===== src/sv/lprt_pkg.sv =====
// Package: types, codes and helpers of the longest prefix route table.
package lprt_pkg;

    localparam int ENTRIES_DEFAULT = 16;
    localparam int DEVICES_DEFAULT = 15;

    // Slot index carried along the chain; wide enough for the largest table.
    localparam int SLOT_W = 8;

    localparam logic [1:0] FN_ADD    = 2'd0;
    localparam logic [1:0] FN_FLUSH  = 2'd1;
    localparam logic [1:0] FN_LOOKUP = 2'd2;

    localparam logic [1:0] ST_OK      = 2'd0;
    localparam logic [1:0] ST_BADDEV  = 2'd1;
    localparam logic [1:0] ST_FULL    = 2'd2;
    localparam logic [1:0] ST_NOROUTE = 2'd3;

    // Loopback route held in slot 0 after reset.
    localparam logic [31:0] LOOP_NET  = 32'h7F00_0000;
    localparam logic [31:0] LOOP_MASK = 32'hFF00_0000;
    localparam logic [5:0]  LOOP_PLEN = 6'd8;
    localparam logic [3:0]  LOOP_DEV  = 4'd1;

    // Query word and running scan results, handed from cell to cell.
    typedef struct packed {
        logic              valid;
        logic [1:0]        func;
        logic [31:0]       dest;
        logic [31:0]       mask;
        logic [31:0]       net;
        logic [31:0]       gw;
        logic [3:0]        dev;
        logic [5:0]        plen;
        logic              hit;
        logic [SLOT_W-1:0] hit_idx;
        logic              free_found;
        logic [SLOT_W-1:0] free_idx;
        logic              best_found;
        logic [5:0]        best_len;
        logic [3:0]        best_dev;
        logic [31:0]       best_gw;
    } chain_t;

    // Slot write broadcast at the end of an add.
    typedef struct packed {
        logic              en;
        logic [SLOT_W-1:0] idx;
        logic [31:0]       net;
        logic [31:0]       mask;
        logic [31:0]       gw;
        logic [3:0]        dev;
        logic [5:0]        plen;
    } slot_wr_t;

    // Count of leading one bits of a mask: locate the highest zero bit.
    function automatic logic [5:0] lead_ones(input logic [31:0] m);
        logic [5:0] n;
        n = 6'd32;
        for (int i = 0; i <= 31; i++)
        begin
            if (!m[i])
                n = 6'(31 - i);
        end
        return n;
    endfunction

endpackage


===== src/sv/lprt_cell.sv =====
// One route slot: holds its entry, folds it into the passing query word and clears it when its device is flushed.
module lprt_cell #(
    parameter int IDX = 0
) (
    input  logic              clk,
    input  logic              rst_n,
    input  lprt_pkg::chain_t  chain_in,
    input  lprt_pkg::slot_wr_t wr,
    output lprt_pkg::chain_t  chain_out
);
    import lprt_pkg::*;

    localparam logic [SLOT_W-1:0] MY_IDX = SLOT_W'(IDX);

    logic [3:0]  dev_reg,  dev_next;
    logic [31:0] net_reg,  net_next;
    logic [31:0] mask_reg, mask_next;
    logic [31:0] gw_reg,   gw_next;
    logic [5:0]  plen_reg, plen_next;
    chain_t      out_reg,  out_next;

    logic live;
    assign live = (dev_reg != 4'd0);

    always_comb
    begin
        dev_next  = dev_reg;
        net_next  = net_reg;
        mask_next = mask_reg;
        gw_next   = gw_reg;
        plen_next = plen_reg;
        out_next  = chain_in;
        if (wr.en && wr.idx == MY_IDX)
        begin
            dev_next  = wr.dev;
            net_next  = wr.net;
            mask_next = wr.mask;
            gw_next   = wr.gw;
            plen_next = wr.plen;
        end
        if (chain_in.valid)
        begin
            unique case (chain_in.func)
                FN_ADD:
                begin
                    if (!chain_in.hit && live && net_reg == chain_in.net &&
                        mask_reg == chain_in.mask)
                    begin
                        out_next.hit     = 1'b1;
                        out_next.hit_idx = MY_IDX;
                    end
                    if (!chain_in.free_found && !live)
                    begin
                        out_next.free_found = 1'b1;
                        out_next.free_idx   = MY_IDX;
                    end
                end
                FN_FLUSH:
                begin
                    if (dev_reg == chain_in.dev)
                        dev_next = 4'd0;
                end
                FN_LOOKUP:
                begin
                    if (live && (chain_in.dest & mask_reg) == net_reg &&
                        (!chain_in.best_found || plen_reg > chain_in.best_len))
                    begin
                        out_next.best_found = 1'b1;
                        out_next.best_len   = plen_reg;
                        out_next.best_dev   = dev_reg;
                        out_next.best_gw    = gw_reg;
                    end
                end
                default:
                begin
                    out_next = chain_in;
                end
            endcase
        end
    end

    always_ff @(posedge clk or negedge rst_n)
    begin
        if (!rst_n)
        begin
            dev_reg  <= (IDX == 0) ? LOOP_DEV  : 4'd0;
            net_reg  <= (IDX == 0) ? LOOP_NET  : 32'd0;
            mask_reg <= (IDX == 0) ? LOOP_MASK : 32'd0;
            gw_reg   <= 32'd0;
            plen_reg <= (IDX == 0) ? LOOP_PLEN : 6'd0;
            out_reg  <= '0;
        end
        else
        begin
            dev_reg  <= dev_next;
            net_reg  <= net_next;
            mask_reg <= mask_next;
            gw_reg   <= gw_next;
            plen_reg <= plen_next;
            out_reg  <= out_next;
        end
    end

    assign chain_out = out_reg;

endmodule


===== config.mk =====
export PLATFORM = sky130hd
export DESIGN_NAME = lprt_cell
export DESIGN_NICKNAME = d
export VERILOG_FILES = /design/src/sv/lprt_pkg.sv /design/src/sv/lprt_cell.sv
export SDC_FILE = /design/constraint.sdc
export NUM_CORES = 1
export LEC_CHECK = 0
export ABC_AREA = 0
export BUFFER_PORTS_ARGS = -buffer_cell sky130_fd_sc_hd__buf_2
export CAP_MARGIN = 40
export CORE_AREA = 2 2 206 208
export CTS_BUF_LIST = sky130_fd_sc_hd__clkbuf_4
export DETAILED_ROUTE_END_ITERATION = 8
export DIE_AREA = 0 0 208 210
export PLACE_DENSITY = 0.5
export SYNTH_ARGS = -nofsm -noshare
export SYNTH_HDL_FRONTEND = slang
export SYNTH_SLANG_ARGS = --single-unit

===== constraint.sdc =====
create_clock -name clk -period 4.13 [get_ports clk]
set_input_delay 0.2065 -clock clk [delete_from_list [all_inputs] [get_ports clk]]
set_output_delay 0.2065 -clock clk [all_outputs]
set_load 0.1 [all_outputs]

==> results of run 1 <==
==> metrics by stage <==
| step | instances | hold WS [ns] | utilization | cell area (sq um) |
|---|---|---|---|---|
| floorplan | 712 | -0.08909 | - | 11300 |
| detailed placement | 1766 | 0.3158 | 0.3531 | 14640 |
| global placement | 1765 | 0.3141 | 0.3524 | 14620 |
==> cell families after synthesis <==
family	Yosys count	synth area share
adder cells (fa/ha/maj)	6	0.006644
flip-flops	308	0.6841
AND/OR/NAND/NOR	115	0.05726
XOR/XNOR	83	0.06434
multiplexers	148	0.1604
buffers and inverters	31	0.01296
AO/OA/AOI/OAI	21	0.01440
==> results.yml, run 1 <==
logic_synthesis:
  synth_edf_count: 0
  async_reset_ff_frac: 1.000
  synth_area_sq_um: 11300
  yosys_register_bits: 308
  syn_nets: 1037
  synth_common_cells: "dfrtp_1, mux2_2, xor2_1, mux2_4, nand2_1"
  yosys_warnings: 0
  yosysTopAreaCell: "dfrtp_1"
  synth_flop_cell: "dfrtp_1"
  ys_seq_area_frac: 0.6841
  yosysTopAreaCellShare: 0.6445
  netlist_instances: 712
  synth.distinct_cells: 42
  syn_avg_cell_area_sq_um: 15.87
  yosysMostFrequentCell: "dfrtp_1"
  synth_area_leaders: "dfrtp_1, mux2_2, mux2_4"
clocking:
  cts_hold_buf: 384
  cts.path.max_buffers: 3
  postCtsSetupRepairBufs: 0
  cts-buffers-inserted: 86
  root_buffer: "clkbuf_4"
  cts_resized: 0
  clock_sinks: 308
  h-tree-depth: 3
place:
  post-place-ws_ns: 1.223
  gp_routability_congestion: 0.8008
  port_buffers: 520
  dp_hpwl_mm: 29.88
die:
  dieHeight_um: 210
  rows: 75
  ios: 521
  die_w_um: 208
  start_util: 0.2724
run_status:
  stop_stage: "4_1_cts"
  error: "[ERROR RSZ-0060] Max buffer count reached."
  status: "aborted with a tool error"
==> run 2, diff against run 1 <==
CORE_AREA = 2 2 200 202   (was 2 2 206 208)
CTS_BUF_LIST = not set   (was sky130_fd_sc_hd__clkbuf_4)
DIE_AREA = 0 0 202 204   (was 0 0 208 210)
PLACE_DENSITY = not set   (was 0.5)
PLACE_DENSITY_LB_ADDON = 0.15   (was not set)
==> run 2 against run 1 <==
  * The flow now finishes without violations
  * Area after synthesis is the same
  * Synthesized cell count stayed put
==> results.yml, run 2 <==
cells_and_area:
  layout.cells.non_filler: 2125
  mostFrequentLayoutCells: "buf_2, dlygate4sd3_1, dfrtp_1"
  largest_reg_flops: 202
  layout_commonest_cell: "buf_2"
  syn2layout_area_growth_pct: 66.85
  drive_above_1_share: 0.4731
  antenna_cells: 0
  n_fill_cell: 3537
  final_net_count: 1897
power:
  powerDensity_nw_per_um2: 423.3
  power_leakage_nw: 9.430
  ir_drop_uv: 331.4
timing:
  rsz0062_at_grt: "false"
  finalCritPeriodShare: 0.7366
  slew_headroom: 0.4454
  setup_tns_ns: 0
  tightest_slew_ns: 0.8318
  fin_crit_ns: 3.042
  finalSetupViolCount: 0
  finalMaxSlewViolations: 0
  finalClockSkew_ns: 0.01815
  hold_viol_final: 0
  fmax_mhz: 328.7
clocking:
  clkTransAtPathRegs_ns: 0.06
  cts_hold_buf: 309
  cts_resized: 0
  clock_sinks: 308
  cts_tree: "done"
  cts-buffers-inserted: 36
  root_buffer: "clkbuf_16"
  postCtsSetupRepairBufs: 0
  clk-insertion-delay-late_ns: 0.55
  cts.path.max_buffers: 3
  h-tree-depth: 2
place:
  dp.cells: 1750
  gp_routability_congestion: 0.7911
  port_buffers: 520
  dp_hpwl_mm: 29.96
logic_synthesis:
  syn_nets: 1037
  synth_edf_count: 0
  synth_area_leaders: "dfrtp_1, mux2_2, mux2_4"
  synth_flop_cell: "dfrtp_1"
  syn_avg_cell_area_sq_um: 15.87
  yosys_warnings: 0
  yosysMostFrequentCell: "dfrtp_1"
  yosysTopAreaCellShare: 0.6445
  synth_area_sq_um: 11300
  ys_seq_area_frac: 0.6841
  yosysTopAreaCell: "dfrtp_1"
  yosys_register_bits: 308
  async_reset_ff_frac: 1.000
  synth_common_cells: "dfrtp_1, mux2_2, xor2_1, mux2_4, nand2_1"
  synth.distinct_cells: 42
  netlist_instances: 712
flow_run:
  drv_cap: 0
die:
  ios: 521
  start_util: 0.2883
  dieArea_sq_um: 41210
  coreArea_sq_um: 39180
  rows: 73
  dieHeight_um: 204
  die_w_um: 202
setup_path:
  r2r_slack_ns: 1.09
  required_ns: 4.55
  cp_data_arrival_time_ns: 3.46
  path_class: "register to register"
  worstSetupEndpointType: "register"
  reg2reg_depth: 6
  reg2reg_to: "chain_out[58]"
  r2r_start: "net_reg[27]"
  cp-start-kind: "register"
  critPathMaxFanout: 9
routing:
  ant_nets: 0
  routed_wirelength_mm: 40.42
  drcViolationCount: 0
  vias: 8891
  first_iter_violations: 173
  routedWlPerCell_um: 19.02
  firstDrtPassIters: 4
  viasPerCell: 4.184
global_routing:
  grt_pass1_wl_mm: 59.80
  grt_max_degree: 100
  grt.overflow.total: 0
  grt_use_total: 0.1953
  grt_pass1_vias: 10040
  antenna_found_initial: 1
worst_hold_path:
  hold_class: "input pin to async pin"
run_status:
  status: "finished, final reports clean"
run 2: cell counts after synthesis:
No cell type changed its count.
run 2: cell families (layout without fill, tap and decap cells):
group	count (synthesis)	in the layout	share of synthesized area
AOI/OAI and AO/OA	21	21	0.01440
xor gates and xnor gates	83	83	0.06434
adders and majority gates	6	6	0.006644
buffers and inverters	31	919	0.01296
DFF	308	308	0.6841
muxes	148	148	0.1604
and+or+nand+nor	115	115	0.05726
run 2: worst max path at each step:
stage | startpoint | cells past startpoint | end | slack, ns
floorplan | plen_reg[3] | 8 | chain_out[10] | 1.99
global placement | net_reg[27] | 6 | chain_out[52] | 0.87
detailed placement | net_reg[27] | 6 | chain_out[57] | 0.90
CTS | net_reg[27] | 6 | chain_out[58] | 0.90
global route | dev_reg[0] | 8 | chain_out[29] | 0.84
finish | net_reg[27] | 6 | chain_out[58] | 1.09
run 2: metal layers:
layer,share of wire,vias to the layer above,track usage
met4,0.025,2,0.06014
met5,0.00032,-,0
met3,0.059,59,0.05006
met1,0.39,4317,0.2210
li1,-,4161,-
met2,0.53,352,0.3597
run 2: area by class of cell:
cell class                 instances  area (sq um)  area share
multi-input combinational        373          3436      0.1823
timing repair buffer             837          5803      0.3078
tap                              525         656.9     0.03484
clock inverter                    13         81.33    0.004314
clock buffer                      53          1086     0.05761
inverter                          16         60.06    0.003186
sequential                       308          7729      0.4100
run 2: through the flow:
stage	cell area [sq um]	hold slack, ns	worst slack [ns]	util	total power, mW
2_1_floorplan	11300	-0.08909	1.989	-	4.236
3_3_place_gp	14570	0.2776	0.8674	0.3719	4.690
3_5_place_dp	14590	0.2794	0.8983	0.3724	4.697
4_1_cts	18850	0.2675	0.8988	0.4811	8.108
5_1_grt	18850	0.2807	0.8411	0.4811	8.316
6_report	18850	0.2697	1.088	0.4811	7.980
run 2: critical path: stages (launching register included):
cell	delay (ns)
dfstp_2	0.59
xnor2_1	0.13
nand4_1	0.18
or4_1	0.55
nor4_1	0.66
nand3_1	0.49
and2_1	0.31
run 2: where the power goes:
| group | internal, mW | total (mW) | leakage, nW | switching (mW) |
|---|---|---|---|---|
| registers | 3.17 | 3.24 | 3.76 | 0.0698 |
| clock network | 1.83 | 3.11 | 0.580 | 1.28 |
| logic | 0.506 | 1.62 | 5.09 | 1.12 |
Note: power is estimated with default switching activity, not from simulation.
